**src/hdl/flme_pkg.sv**
```systemverilog
// ----------------------------------------------------------------------------
// flme_pkg
// Shared types and constants of the fixed-latency memory endpoint.
// ----------------------------------------------------------------------------
package flme_pkg;

    // Fixed field widths of the stream and register interfaces
    localparam int ADDR_W      = 10;
    localparam int WDATA_W     = 64;
    localparam int REQ_W       = 2;
    localparam int LAT_W       = 10;
    localparam int LIMIT_W     = 5;
    localparam int OCC_W       = 5;
    localparam int IN_USED_W   = ADDR_W + WDATA_W + 2;
    localparam int IN_TDATA_W  = ((IN_USED_W + 7) / 8) * 8;
    localparam int OUT_USED_W  = 3 + ADDR_W + WDATA_W + 1 + OCC_W;
    localparam int OUT_TDATA_W = ((OUT_USED_W + 7) / 8) * 8;
    localparam int OUT_PAD_W   = OUT_TDATA_W - OUT_USED_W;
    localparam int CFG_DATA_W  = 32;
    localparam int CFG_ADDR_W  = 3;

    // Request kinds carried in s_axis_tuser
    localparam logic [REQ_W-1:0] REQ_READ  = 2'd1;
    localparam logic [REQ_W-1:0] REQ_WRITE = 2'd2;

    // Register indexes (paddr[2])
    localparam logic REG_RESP_LATENCY = 1'b0;
    localparam logic REG_QUEUE_LIMIT  = 1'b1;

    localparam logic [LAT_W-1:0]   LAT_RESET   = 10'd10;
    localparam logic [LIMIT_W-1:0] LIMIT_RESET = 5'd16;

    typedef enum logic [1:0] {
        BK_CLEAR,
        BK_EVAL,
        BK_COMMIT
    } back_state_t;

    // Classified tick, front end to back end
    typedef struct packed {
        logic is_req;
        logic is_write;
        logic resp_retry;
        logic peer_ready;
    } cmd_flags_t;

    // Back end status seen by the front end
    typedef struct packed {
        logic clearing;
    } back_status_t;

endpackage

```
**src/hdl/flme_front.sv**
```systemverilog
// ----------------------------------------------------------------------------
// flme_front
// Input register: accepts one tick transaction, classifies it and computes
// the memory word index before handing it to the command queue.
// ----------------------------------------------------------------------------
module flme_front #(
    parameter int MEM_WORDS = 1024,
    parameter int DATA_BITS = 64,
    localparam int MEM_AW   = $clog2(MEM_WORDS)
) (
    input  logic                             clk,
    input  logic                             rst_n,
    input  logic                             s_axis_tvalid,
    output logic                             s_axis_tready,
    input  logic [flme_pkg::IN_TDATA_W-1:0]  s_axis_tdata,
    input  logic [flme_pkg::REQ_W-1:0]       s_axis_tuser,
    input  flme_pkg::back_status_t           status,
    output logic                             push_valid,
    input  logic                             push_ready,
    output flme_pkg::cmd_flags_t             push_flags,
    output logic [flme_pkg::ADDR_W-1:0]      push_address,
    output logic [MEM_AW-1:0]                push_word,
    output logic [DATA_BITS-1:0]             push_data
);
    import flme_pkg::*;

    // quotient of address / MEM_WORDS is below 2^(ADDR_W-4) since MEM_WORDS >= 16
    localparam int MOD_STEPS = ADDR_W - 4;

    logic                  item_valid_reg;
    logic                  item_valid_next;
    logic [REQ_W-1:0]      item_type_reg;
    logic [IN_USED_W-1:0]  item_data_reg;
    logic                  take;
    logic [ADDR_W-1:0]     item_addr;
    logic [WDATA_W-1:0]    item_wdata;
    logic [ADDR_W-1:0]     rem;

    assign s_axis_tready   = !status.clearing && (!item_valid_reg || push_ready);
    assign take            = s_axis_tvalid && s_axis_tready;
    assign item_valid_next = take || (item_valid_reg && !push_ready);

    always_ff @(posedge clk or negedge rst_n)
    begin
        if (!rst_n)
        begin
            item_valid_reg <= 1'b0;
        end
        else
        begin
            item_valid_reg <= item_valid_next;
        end
    end

    always_ff @(posedge clk)
    begin
        if (take)
        begin
            item_type_reg <= s_axis_tuser;
            item_data_reg <= s_axis_tdata[IN_USED_W-1:0];
        end
    end

    assign item_addr  = item_data_reg[ADDR_W-1:0];
    assign item_wdata = item_data_reg[ADDR_W +: WDATA_W];

    // restoring remainder, one conditional subtract per quotient bit
    always_comb
    begin
        rem = item_addr;
        for (int k = MOD_STEPS - 1; k >= 0; k--)
        begin
            if (32'(rem) >= (32'(MEM_WORDS) << k))
            begin
                rem = rem - ADDR_W'(32'(MEM_WORDS) << k);
            end
        end
    end

    assign push_valid            = item_valid_reg;
    assign push_flags.is_req     = (item_type_reg == REQ_READ) || (item_type_reg == REQ_WRITE);
    assign push_flags.is_write   = (item_type_reg == REQ_WRITE);
    assign push_flags.resp_retry = item_data_reg[ADDR_W + WDATA_W];
    assign push_flags.peer_ready = item_data_reg[ADDR_W + WDATA_W + 1];
    assign push_address          = item_addr;
    assign push_word             = MEM_AW'(rem);
    assign push_data             = DATA_BITS'(item_wdata);

endmodule

```
**config.mk**
```make
export PLATFORM = sky130hd
export DESIGN_NAME = flme_front
export DESIGN_NICKNAME = d
export VERILOG_FILES = /design/src/hdl/flme_pkg.sv /design/src/hdl/flme_front.sv
export SDC_FILE = /design/constraint.sdc
export NUM_CORES = 1
export LEC_CHECK = 0
export ABC_CLOCK_PERIOD_IN_PS = 4800
export BUFFER_PORTS_ARGS = -buffer_cell sky130_fd_sc_hd__clkbuf_2
export CAP_MARGIN = 20
export CORE_ASPECT_RATIO = 1.2
export CORE_MARGIN = 8
export CORE_UTILIZATION = 35
export CTS_CLUSTER_SIZE = 40
export DETAILED_ROUTE_END_ITERATION = 8
export PLACE_DENSITY_LB_ADDON = 0.15
export SYNTH_ARGS = -nofsm -noshare
export SYNTH_HDL_FRONTEND = slang
export SYNTH_SLANG_ARGS = --single-unit
```
**constraint.sdc**
```tcl
create_clock -name clk -period 4.8 [get_ports clk]
set_clock_uncertainty 0.15 [all_clocks]
set_input_delay 0.72 -clock clk [delete_from_list [all_inputs] [get_ports clk]]
set_output_delay 0.72 -clock clk [all_outputs]
set_load 0.005 [all_outputs]
```
==> run_results.csv <==
group,metric,value,unit
run_status,outcome,"complete, no violations",
floorplanning,die_w,93.1,um
grt,antenna_found_initial,0,
sta,finalMaxSlewViolations,0,
clocking,clk_pin_slew,80,ps
synth,ys_seq_area_share,94.8,%
synth,syn-num-nets,185,
grt,overflow,0,
sta,timing.fmax,0.439,GHz
clocking,numCtsBuffers,9,
sta,hold_violations,0,
synth,avgSynthCellArea,25.7,sq um
route,dr.first_iter.drc_count,77,
sta,whs,395,ps
placement,gp_congestion,0.695,
layout,final_cells,364,
worst_setup_path,required,4680,ps
worst_setup_path,path_max_fanout,42,
pwr,power_density,398,nW/um^2
layout,largest_register_ffs,76,
floorplanning,coreArea,6850,sq um
worst_setup_path,arrival,2150,ps
clocking,cts_tree,"done",
pwr,p_leak,1.61,nW
sta,grt_setup_unrepaired,"false",
worst_setup_path,r2r_slack,2660,ps
route,wirelength,6.07,mm
layout,nets,360,
layout,postLayoutCoreUtil,53.5,%
route,drc,0,
sta,maxSlewHeadroom,30.3,%
floorplanning,fp.dieArea,10100,sq um
floorplanning,start_util,36.4,%
grt,grt_usage,11.5,%
clocking,htree_levels,3,
route,via_count,1482,
worst_setup_path,critPathCaptureType,"register",
grt,grt_max_degree,43,
floorplanning,io_pins,177,
sta,final.min_clock_period,2280,ps
synth,synthCells,97,
job,drv_cap,0,
synth,syn_area,2500,sq um
clocking,clock_latency,330,ps
min_path,holdCritPathClass,"in2reg",
layout,antenna_cells,0,
synth,ys.warnings.count,0,
clocking,cts_setup_buffers,0,
placement,placed_cells,347,
grt,grt_pass1_vias,1576,
layout,design_area,3660,sq um
placement,hpwl,4.80,mm
route,via_per_inst,4.07,
sta,setup_violations,0,
layout,drive_above_1_share,68.2,%
route,post_drt_wl_per_cell,16.7,um
route,ant_nets,0,
layout,area_delta_synth_final,46.8,%
sta,tns,0,ps
placement,numPortBuffers,172,
pwr,ir_drop,227,uV
floorplanning,die_h,109,um
route,dr.pass1.iters,4,
worst_setup_path,path_class,"in2reg",
sta,tightest_slew,1040,ps
sta,period_share,47.4,%
clocking,cts_sinks,79,
clocking,cts-root-buf,"clkbuf_8",
clocking,clock_path_buffers,2,
worst_setup_path,startpoint_type,"primary input",
placement,postPlaceCellArea,3420,sq um
layout,fillerInstances,606,
synth,ys_ff_latch,79,
synth,synthDistinctLibCells,8,
floorplanning,rows,33,
grt,grt_pass1_wl,8.42,mm
==> placed cells by master, fill, tap and decap left out <==
cell type      count
nor2_1             1
ha_1               1
edfxtp_1          78
dfrtp_1            1
inv_1              2
nand2b_1           2
nor2b_4            1
dlygate4sd3_1      1
clkbuf_1           1
clkbuf_2         172
clkinvlp_4         2
bufinv_16          3
clkbuf_8           9
buf_12             1
nor2_4             1
clkinv_1           1
==> per-layer routing <==
| metal | wire (um) | global-route usage [%] | up-vias |
|---|---|---|---|
| met4 | 135 | 6.57 | 0 |
| met5 | 0 | 0 | - |
| met2 | 3260 | 19.9 | 86 |
| li1 | - | - | 711 |
| met3 | 693 | 6.10 | 12 |
| met1 | 1980 | 10.7 | 673 |
==> critical path: stages <==
cell and delay [ps]:
clkbuf_2 90, nand2b_1 180, nor2_4 800, buf_12 330
==> what timing repair did <==
item	CTS	global route
gates resized for setup	0	0
hold buffers	1	0
endpoints found under the hold margin	1	0
==> final timing paths <==
path	start	to	depth (start not counted)
setup / recovery	status	item_data_reg[43]	4
hold / removal	s_axis_tdata[66]	item_data_reg[66]	1
setup reg to reg	push_valid	item_data_reg[43]	3
hold reg to reg	push_valid	push_valid	2
max in group asynchronous	rst_n	push_valid	2
min in group asynchronous	rst_n	push_valid	2
==> kinds of logic after synthesis <==
kind of cell             share of synthesized area [%]
buffers and inverters                             3.31
adder cells (fa/ha/maj)                          0.501
flip-flops                                        94.8
AND/OR/NAND/NOR                                   1.35
==> Yosys cell counts <==
master	number	area, sq um
nor2b_4	1	13.8
inv_1	2	7.51
nor2_1	2	7.51
buf_4	10	75.1
dfrtp_1	1	25.0
edfxtp_1	78	2340
nand2b_1	2	12.5
ha_1	1	12.5
==> power by group <==
part	leakage (nW)	switching, mW	total, mW	internal, mW
clock	0.110	0.225	0.569	0.344
combinational	0.764	0.0414	0.0884	0.0470
sequential	0.738	0.00753	0.801	0.793
==> area by class of cell <==
cell class	count	area, sq um	share of cell area [%]
tap	87	109	2.97
timing repair buffer	174	891	24.3
multi-input combinational	6	53.8	1.47
clock inverter	6	109	2.97
sequential	79	2370	64.6
inverter	2	7.51	0.205
clock buffer	10	128	3.48
==> through the flow <==
| step | power (mW) | setup slack, ps |
|---|---|---|
| floorplan | 0.843 | 12.1 |
| global placement | 0.905 | 2170 |
| detailed placement | 0.907 | 2140 |
| CTS | 1.48 | 2520 |
| global route | 1.52 | 2440 |
| finish | 1.46 | 2520 |
(Power assumes the default switching activity.)
