$ cat config.mk
export PLATFORM = sky130hd
export DESIGN_NAME = flme_cmd_fifo
export DESIGN_NICKNAME = d
export VERILOG_FILES = /design/src/hdl/flme_cmd_fifo.sv
export SDC_FILE = /design/constraint.sdc
export NUM_CORES = 1
export LEC_CHECK = 0
export ABC_CLOCK_PERIOD_IN_PS = 1450
export BUFFER_PORTS_ARGS = -buffer_cell sky130_fd_sc_hd__buf_2
export CORE_UTILIZATION = 35
export DETAILED_ROUTE_END_ITERATION = 16
export SYNTH_ARGS = -nofsm -noshare
export SYNTH_HDL_FRONTEND = slang
export SYNTH_SLANG_ARGS = --single-unit
export TNS_END_PERCENT = 100
$ cat constraint.sdc
create_clock -name clk -period 1.45 [get_ports clk]
set_input_delay 0.145 -clock clk [delete_from_list [all_inputs] [get_ports clk]]
set_output_delay 0.145 -clock clk [all_outputs]
set_load 0.1 [all_outputs]
$ cat src/hdl/flme_cmd_fifo.sv
// ----------------------------------------------------------------------------
// flme_cmd_fifo
// Short first-word-fall-through queue between front and back end.
// ----------------------------------------------------------------------------
module flme_cmd_fifo #(
    parameter int WIDTH = 8,
    parameter int DEPTH = 2
) (
    input  logic             clk,
    input  logic             rst_n,
    input  logic             push_valid,
    output logic             push_ready,
    input  logic [WIDTH-1:0] push_data,
    output logic             pop_valid,
    input  logic             pop,
    output logic [WIDTH-1:0] pop_data
);
    localparam int PW = (DEPTH > 1) ? $clog2(DEPTH) : 1;
    localparam int FW = $clog2(DEPTH + 1);

    logic [WIDTH-1:0] slot_reg [DEPTH];
    logic [PW-1:0]    rd_ptr_reg;
    logic [PW-1:0]    rd_ptr_next;
    logic [PW-1:0]    wr_ptr_reg;
    logic [PW-1:0]    wr_ptr_next;
    logic [FW-1:0]    fill_reg;
    logic [FW-1:0]    fill_next;
    logic             do_push;
    logic             do_pop;

    assign push_ready = (fill_reg != FW'(DEPTH));
    assign pop_valid  = (fill_reg != '0);
    assign pop_data   = slot_reg[rd_ptr_reg];
    assign do_push    = push_valid && push_ready;
    assign do_pop     = pop && pop_valid;

    always_comb
    begin
        rd_ptr_next = rd_ptr_reg;
        wr_ptr_next = wr_ptr_reg;
        if (do_pop)
        begin
            rd_ptr_next = (rd_ptr_reg == PW'(DEPTH - 1)) ? '0 : rd_ptr_reg + 1'b1;
        end
        if (do_push)
        begin
            wr_ptr_next = (wr_ptr_reg == PW'(DEPTH - 1)) ? '0 : wr_ptr_reg + 1'b1;
        end
        fill_next = fill_reg + FW'(do_push) - FW'(do_pop);
    end

    always_ff @(posedge clk or negedge rst_n)
    begin
        if (!rst_n)
        begin
            rd_ptr_reg <= '0;
            wr_ptr_reg <= '0;
            fill_reg   <= '0;
        end
        else
        begin
            rd_ptr_reg <= rd_ptr_next;
            wr_ptr_reg <= wr_ptr_next;
            fill_reg   <= fill_next;
        end
    end

    always_ff @(posedge clk)
    begin
        if (do_push)
        begin
            slot_reg[wr_ptr_reg] <= push_data;
        end
    end

endmodule

==> impl_metrics.tcl, run 1 <==
set metrics [dict create \
    outcome "complete, but fails checks" \
    failing_checks "setup timing" \
    crit_path_max_incr_delay_ns 0.38 \
    antenna_found_initial 0 \
    worstPathCellList "buf_4 > mux2_2 > buf_6" \
    rows 17 \
    antenna_cells_inserted 0 \
    critPathRequiredTime_ns 1.31 \
    die_w_um 50.1 \
    critical_path_arrival_ns 1.35 \
    grt_max_degree 12 \
    crit_path_end_kind "output port" \
    routed_wl_um 1330 \
    worst_setup_path_class "register to output port" \
    synth_fp_nets 60 \
    final.period_utilization 1.03 \
    hp-class "primary input to register" \
    floorplan.core_area_um2 2190 \
    clock_tree_from_tritoncts "done" \
    dr.pass1.iters 4 \
    fin_worst_skew_ns 0.00668 \
    gp_congestion 0.620 \
    maxCapViolCount 0 \
    finalHoldViolations 0 \
    largest_register_ff_count 16 \
    synthCells 47 \
    grt_pass1_vias 472 \
    final_max_slew_viol_count 0 \
    route.detailed.wl_per_inst_um 12.5 \
    mostFrequentLayoutCell "sky130_fd_sc_hd__edfxtp_1" \
    clockRootBuffer "sky130_fd_sc_hd__clkbuf_4" \
    postLayoutSetupSlackWorst_ns -0.0448 \
    slew_headroom 0.838 \
    achievable-frequency_mhz 669 \
    crit_path_max_fo 4 \
    ys_ff_latch 20 \
    start_of_the_worst_register_to_register_path "fill_reg[0]$_DFF_PN0_" \
    die_height_um 50.1 \
    ys_seq_area_frac 0.717 \
    clk_transition_reported_paths_ns 0.11 \
    termination_of_the_worst_setup_path "pop_data[1]" \
    flop2flop_setup_slack_ns 0.09 \
    ys.warnings.count 0 \
    routed_via_density 4.67 \
    timing.critical_path.from_type "register" \
    unrepaired_setup_endpoints_after_global_routing "true" \
    final_cell_area_um2 1200 \
    die_area_um2 2510 \
    first_iter_violations 6 \
    fin_crit_ns 1.49 \
    placement.io_buffers 21 \
    reg2reg_to "fill_reg[1]$_DFF_PN0_" \
    placed_area_um2 990 \
    initial_core_util 0.370 \
    cts_made_buffers 3 \
    synth.cell_area_um2 810 \
    post-route-drc-count 0 \
    final_report_setup_violation_count 8 \
    cts_max_path_buffers 2 \
    numClockSinks 20 \
    worst_pin_slew_ns 0.240 \
    worst_skew_pair.late_latency_ns 0.30 \
    mostFrequentLayoutCells "sky130_fd_sc_hd__edfxtp_1, sky130_fd_sc_hd__buf_2, sky130_fd_sc_hd__buf_12, sky130_fd_sc_hd__buf_4, sky130_fd_sc_hd__mux2_4" \
    final_nets 93 \
    hpwlAfterDp_um 930 \
    total_overflow_reported_by_the_global_router 0 \
    fillers 191 \
    antenna_left 0 \
    netlist-cell-type-count 17 \
    timing.hold.worst.start "push_data[4]" \
    vias_after_detailed_routing 500 \
    num_io_pins 22 \
    h-tree-depth 1 \
    worst-r2r-cell-count 6 \
    syn-mean-instance-area_um2 17.2 \
    worstSetupStartpoint "rd_ptr_reg$_DFFE_PN0P_" \
    worst_path_max_delay_cell "sky130_fd_sc_hd__dfrtp_2" \
    syn2layout_area_growth_pct 48.5 \
    post_route_cells_drive_above_1_share 0.595 \
    grtUsageTotal 0.121 \
    grt_first_pass_wirelength_um 2160 \
]
==> per-stage QoR <==
stage | utilization | cells | hold WS (ns) | setup TNS [ns] | worst slack, ns
floorplan | - | 47 | -0.151 | 0 | 0.00868
global route | 0.549 | 107 | 0.00971 | -0.674 | -0.0957
global placement | 0.452 | 97 | -0.0447 | 0 | 0.0546
finish | 0.549 | 107 | 0.0280 | -0.276 | -0.0448
detailed placement | 0.452 | 97 | -0.0450 | 0 | 0.0662
CTS | 0.545 | 106 | 0.0191 | -0.376 | -0.0526
==> worst max-delay path: cells and delay by family, from the launching register on <==
kind	cells	cell delay (ns)
mux	1	0.35
buf+inv	2	0.33
flops	1	0.38
==> Yosys cell counts <==
cell | instances | area (µm²)
sky130_fd_sc_hd__a311oi_2 | 1 | 15.0
sky130_fd_sc_hd__and3_1 | 1 | 6.26
sky130_fd_sc_hd__buf_2 | 1 | 5.00
sky130_fd_sc_hd__dfrtp_1 | 4 | 100
sky130_fd_sc_hd__edfxtp_1 | 16 | 480
sky130_fd_sc_hd__ha_1 | 1 | 12.5
sky130_fd_sc_hd__mux2_2 | 8 | 90.1
sky130_fd_sc_hd__nand2_1 | 2 | 7.51
sky130_fd_sc_hd__nand2b_1 | 1 | 6.26
sky130_fd_sc_hd__nand3_1 | 1 | 5.00
sky130_fd_sc_hd__nor2_1 | 3 | 11.3
sky130_fd_sc_hd__nor2b_1 | 1 | 6.26
sky130_fd_sc_hd__nor4bb_2 | 1 | 16.3
sky130_fd_sc_hd__o21ai_0 | 1 | 5.00
sky130_fd_sc_hd__o21ba_1 | 1 | 10.0
sky130_fd_sc_hd__or2_1 | 1 | 6.26
sky130_fd_sc_hd__xnor2_1 | 3 | 26.3
==> logic make-up after synthesis <==
kind of cell | share of synthesized area
muxes | 0.111
xor gates and xnor gates | 0.0325
AOI/OAI and AO/OA | 0.0371
and+or+nand+nor | 0.0804
adders and majority gates | 0.0155
DFF | 0.717
buffers and inverters | 0.00618
==> area by class of cell <==
| class | count | area [µm²] | area share |
|---|---|---|---|
| Sequential cell | 20 | 583 | 0.485 |
| Clock buffer | 4 | 36.3 | 0.0302 |
| Tap cell | 28 | 35.0 | 0.0291 |
| Timing Repair Buffer | 29 | 290 | 0.241 |
| Multi-Input combinational cell | 26 | 258 | 0.214 |
==> worst min path at each step <==
stage / end / cells after the start / slack (ns)
2_1_floorplan: fill_reg[0]$_DFF_PN0_ / 0 / -0.15
5_1_grt: slot_reg[1][4]$_DFFE_PP_ / 1 / 0.01
3_3_place_gp: wr_ptr_reg$_DFFE_PN0P_ / 1 / -0.04
3_5_place_dp: wr_ptr_reg$_DFFE_PN0P_ / 1 / -0.05
4_1_cts: slot_reg[1][4]$_DFFE_PP_ / 1 / 0.02
6_report: slot_reg[0][4]$_DFFE_PP_ / 1 / 0.03
==> per-layer routing <==
layer	vias to the layer above	track usage	wire, µm
met5	-	0	0
li1	239	-	-
met3	2	0.0309	57
met1	244	0.156	577
met2	15	0.189	677
met4	0	0.0571	21
==> timing repair <==
item,4_1_cts,5_1_grt
hold endpoints to repair,4,0
setup buffers,4,1
hold buffers,1,0
endpoints found under the setup margin,9,9
resized for setup,39,0
Power of run 1 is not shown: default switching activity piles up to over one toggle a cycle in this logic, so the estimate is an artifact.
==> run 2, diff against run 1 <==
- PLACE_DENSITY: not set -> 0.68
==> run 2 against run 1 <==
The flow still finishes with violations (setup timing); critical path depth unchanged; global-route usage up 0.60 points; cell count up 2.8%; clock skew down 0.00090 ns; sequential cell count unchanged; worst setup slack worse by 0.016 ns; register-to-register slack about the same; core utilization up 2.5 points; count of clock-buffer cells in the layout down 1; sequential share of layout area down 2.1 points; maximum frequency down 1.0%.
==> impl_metrics.tcl, run 2 (synthesis results as in run 1) <==
set metrics [dict create \
    routed_via_density 4.55 \
    antenna_left 0 \
    maxCapViolCount 0 \
    die_w_um 50.1 \
    gp_congestion 0.643 \
    slew_headroom 0.819 \
    outcome "complete, but fails checks" \
    first_iter_violations 5 \
    cts_max_path_buffers 2 \
    hp-class "primary input to register" \
    timing.hold.worst.start "push_data[2]" \
    mostFrequentLayoutCells "sky130_fd_sc_hd__edfxtp_1, sky130_fd_sc_hd__buf_2, sky130_fd_sc_hd__buf_12, sky130_fd_sc_hd__buf_4, sky130_fd_sc_hd__mux2_4" \
    stdcell_count 110 \
    cts_made_buffers 3 \
    critical_path_arrival_ns 1.37 \
    total_overflow_reported_by_the_global_router 0 \
    fin_worst_skew_ns 0.00578 \
    mostFrequentLayoutCell "sky130_fd_sc_hd__edfxtp_1" \
    postLayoutSetupSlackWorst_ns -0.0606 \
    placement.io_buffers 21 \
    fillers 172 \
    route.detailed.wl_per_inst_um 13.1 \
    clk_transition_reported_paths_ns 0.11 \
    final_max_slew_viol_count 0 \
    tns_ns -0.435 \
    final_report_setup_violation_count 8 \
    die_height_um 50.1 \
    worst_setup_path_class "register to output port" \
    final_nets 96 \
    failing_checks "setup timing" \
    dr.pass1.iters 2 \
    unrepaired_setup_endpoints_after_global_routing "true" \
    worst_skew_pair.late_latency_ns 0.30 \
    post_route_cells_drive_above_1_share 0.598 \
    grt_pass1_vias 509 \
    grt_max_degree 13 \
    syn2layout_area_growth_pct 55.2 \
    hpwlAfterDp_um 865 \
    timing.critical_path.from_type "register" \
    antenna_cells_inserted 0 \
    worstSetupStartpoint "rd_ptr_reg$_DFFE_PN0P_" \
    die_area_um2 2510 \
    floorplan.core_area_um2 2190 \
    critPathRequiredTime_ns 1.31 \
    worst_hold_slack_ns 0.0299 \
    achievable-frequency_mhz 662 \
    h-tree-depth 1 \
    largest_register_ff_count 16 \
    dp_slack_ns 0.0625 \
    fin_crit_ns 1.51 \
    finalHoldViolations 0 \
    post-route-drc-count 0 \
    place_inst 97 \
    clock_tree_from_tritoncts "done" \
    rows 17 \
    antenna_found_initial 0 \
    final.period_utilization 1.04 \
    initial_core_util 0.370 \
    clockRootBuffer "sky130_fd_sc_hd__clkbuf_4" \
    worst_pin_slew_ns 0.267 \
    numClockSinks 20 \
    vias_after_detailed_routing 501 \
    grtUsageTotal 0.127 \
    crit_path_end_kind "output port" \
    routed_wl_um 1440 \
    crit_path_max_fo 5 \
    start_of_the_worst_register_to_register_path "fill_reg[1]$_DFF_PN0_" \
    num_io_pins 22 \
    grt_first_pass_wirelength_um 2350 \
]
-- run 2: changes by cell type in the layout (fill, tap and decap cells not counted), sizes merged --
cell | previous run | this run
buf | 28 | 30
bufinv | 0 | 1
clkbuf | 4 | 3
dlygate4sd3 | 1 | 2
-- run 2: final cells by class --
type | count | area (µm²) | area share
Clock inverter | 1 | 30.0 | 0.0239
Sequential cell | 20 | 583 | 0.464
Timing Repair Buffer | 32 | 324 | 0.258
Multi-Input combinational cell | 26 | 262 | 0.208
Tap cell | 28 | 35.0 | 0.0279
Clock buffer | 3 | 22.5 | 0.0179
-- run 2: worst paths after layout --
| kind | to | slack [ns] | cells after the start |
|---|---|---|---|
| worst max-delay path | pop_data[1] | -0.06 | 3 |
| worst min-delay path | slot_reg[0][2]$_DFFE_PP_ | 0.03 | 1 |
| worst max register to register | slot_reg[0][3]$_DFFE_PP_ | 0.10 | 4 |
| worst min register to register | wr_ptr_reg$_DFFE_PN0P_ | 0.56 | 1 |
| max in group asynchronous | fill_reg[1]$_DFF_PN0_ | 1.16 | 2 |
| min in group asynchronous | rd_ptr_reg$_DFFE_PN0P_ | 0.16 | 2 |
-- run 2: routing by layer --
| layer | part of all wire | wire (µm) | GRT usage | vias to the layer above |
|---|---|---|---|---|
| li1 | - | - | - | 245 |
| met1 | 0.45 | 649 | 0.160 | 243 |
| met2 | 0.50 | 720 | 0.207 | 13 |
| met3 | 0.047 | 67 | 0.0556 | 0 |
| met4 | 0 | 0 | 0.0143 | 0 |
| met5 | 0 | 0 | 0 | - |
-- run 2: stage by stage --
stage | util | cell area (µm²)
floorplan | - | 825
CTS | 0.539 | 1180
global placement | 0.452 | 990
global route | 0.573 | 1260
detailed placement | 0.452 | 990
finish | 0.573 | 1260
-- run 2: worst max-delay path, stage by stage (launching register included) --
cell                      delay [ns]
sky130_fd_sc_hd__dfrtp_2        0.44
sky130_fd_sc_hd__buf_6          0.14
sky130_fd_sc_hd__mux2_4         0.31
sky130_fd_sc_hd__buf_12         0.17
-- run 2: what timing repair did --
action,CTS,global route
hold buffers,1,1
pin swaps,0,0
endpoints found under the hold margin,4,2
cloned,0,0
setup endpoints to repair,9,9
resized for setup,30,12
setup buffers,5,2
Power of run 2 is left out for the same reason.
==> run 3, diff against run 2 <==
- CORE_MARGIN: not set -> 2
==> run 3 against run 2 <==
Non-clock buffer count did not move; the run still ends with setup timing left; first-iteration DRC count rose by 120%; global-route usage fell by 1.6 points; routed wire length fell by 1.3%; maximum frequency rose by 1.7%; sequential cell count did not move; critical path depth did not move; sequential share of layout area rose by 1.5 points.
==> impl_metrics.tcl, run 3 (synthesis results as in run 1) <==
set metrics [dict create \
    die_w_um 52.1 \
    antenna_left 0 \
    hp-class "primary input to register" \
    start_of_the_worst_register_to_register_path "fill_reg[1]$_DFF_PN0_" \
    postLayoutSetupSlackWorst_ns -0.0354 \
    fillers 183 \
    clock_tree_from_tritoncts "done" \
    num_io_pins 22 \
    mostFrequentLayoutCell "sky130_fd_sc_hd__edfxtp_1" \
    achievable-frequency_mhz 673 \
    final_nets 96 \
    worst_path_max_delay_cell "sky130_fd_sc_hd__dfrtp_2" \
    critPathRequiredTime_ns 1.31 \
    crit_path_end_kind "output port" \
    antenna_found_initial 0 \
    largest_register_ff_count 16 \
    numClockSinks 20 \
    unrepaired_setup_endpoints_after_global_routing "true" \
    final.period_utilization 1.02 \
    hpwlAfterDp_um 888 \
    grt_max_degree 13 \
    vias_after_detailed_routing 508 \
    cts_made_buffers 3 \
    total_overflow_reported_by_the_global_router 0 \
    cts_max_path_buffers 2 \
    post-route-drc-count 0 \
    final_max_slew_viol_count 0 \
    gp_congestion 0.615 \
    route.detailed.wl_per_inst_um 12.9 \
    die_area_um2 2710 \
    grt_first_pass_wirelength_um 2110 \
    placement.io_buffers 21 \
    routed_via_density 4.62 \
    worstPathCellList "buf_6 > mux2_4 > buf_12" \
    worstSetupStartpoint "rd_ptr_reg$_DFFE_PN0P_" \
    failing_checks "setup timing" \
    antenna_cells_inserted 0 \
    floorplan.core_area_um2 2190 \
    timing.hold.worst.start "push_data[0]" \
    slew_headroom 0.820 \
    syn2layout_area_growth_pct 50.2 \
    first_iter_violations 11 \
    timing.critical_path.from_type "register" \
    dr.pass1.iters 4 \
    fin_worst_skew_ns 0.00531 \
    mostFrequentLayoutCells "sky130_fd_sc_hd__edfxtp_1, sky130_fd_sc_hd__buf_2, sky130_fd_sc_hd__buf_6, sky130_fd_sc_hd__buf_4, sky130_fd_sc_hd__mux2_2" \
    worst_pin_slew_ns 0.270 \
    grt_pass1_vias 486 \
    outcome "complete, but fails checks" \
    routed_wl_um 1420 \
    crit_path_max_fo 5 \
    worst_skew_pair.late_latency_ns 0.30 \
    post_route_cells_drive_above_1_share 0.610 \
    clk_transition_reported_paths_ns 0.12 \
    final_report_setup_violation_count 8 \
    initial_core_util 0.370 \
    finish.utilization 0.555 \
    maxCapViolCount 0 \
    worst_setup_path_class "register to output port" \
    crit_path_max_incr_delay_ns 0.43 \
    h-tree-depth 1 \
    clockRootBuffer "sky130_fd_sc_hd__clkbuf_4" \
    fin_crit_ns 1.49 \
    grtUsageTotal 0.111 \
    die_height_um 52.1 \
    critical_path_arrival_ns 1.34 \
    rows 17 \
    finalHoldViolations 0 \
]
==> run 3: final cells by class <==
type | count | area, µm² | area share
clock inverters | 1 | 30.0 | 0.0247
multi-input cells | 26 | 250 | 0.206
repair buffers | 32 | 295 | 0.243
flip-flops and latches | 20 | 583 | 0.479
well taps | 28 | 35.0 | 0.0288
clock buffers | 3 | 22.5 | 0.0185
==> run 3: path summary, 6_finish.rpt <==
kind                                                 end  slack [ns]  cells after the start
min in group asynchronous         wr_ptr_reg$_DFFE_PN0P_        0.17                      2
worst min-delay path            slot_reg[1][0]$_DFFE_PP_        0.03                      1
worst max-delay path                         pop_data[3]       -0.04                      3
worst min register to register    wr_ptr_reg$_DFFE_PN0P_        0.55                      1
worst max register to register  slot_reg[0][2]$_DFFE_PP_        0.09                      4
max in group asynchronous         rd_ptr_reg$_DFFE_PN0P_        1.14                      2
==> run 3: per-stage QoR <==
step	worst slack [ns]	hold WS (ns)	cells	instance area, µm²	TNS (ns)
floorplan	0.00868	-0.151	47	825	0
global placement	0.0717	-0.0407	96	982	0
detailed placement	0.0652	-0.0396	96	982	0
CTS	-0.0392	0.0225	106	1160	-0.230
global route	-0.0801	0.00907	110	1220	-0.566
finish	-0.0354	0.0269	110	1220	-0.229
==> run 3: critical path, delay by kind of cell, from the launching register on <==
kind	cells	cell delay, ns
mux	1	0.31
buf+inv	2	0.31
flops	1	0.43
==> run 3: timing repair <==
item,4_1_cts,5_1_grt
hold endpoints to repair,4,0
buffers inserted,5,4
hold buffers,1,0
endpoints found under the setup margin,9,9
resized for setup,27,6
==> run 3: per-layer routing <==
metal  vias up  part of all wire  GRT usage
met3         2             0.073     0.0374
met1       242              0.43      0.140
met2        17              0.49      0.171
met4         0            0.0085     0.0526
met5         -                 0          0
li1        247                 -          -
Power of run 3 is left out for the same reason.
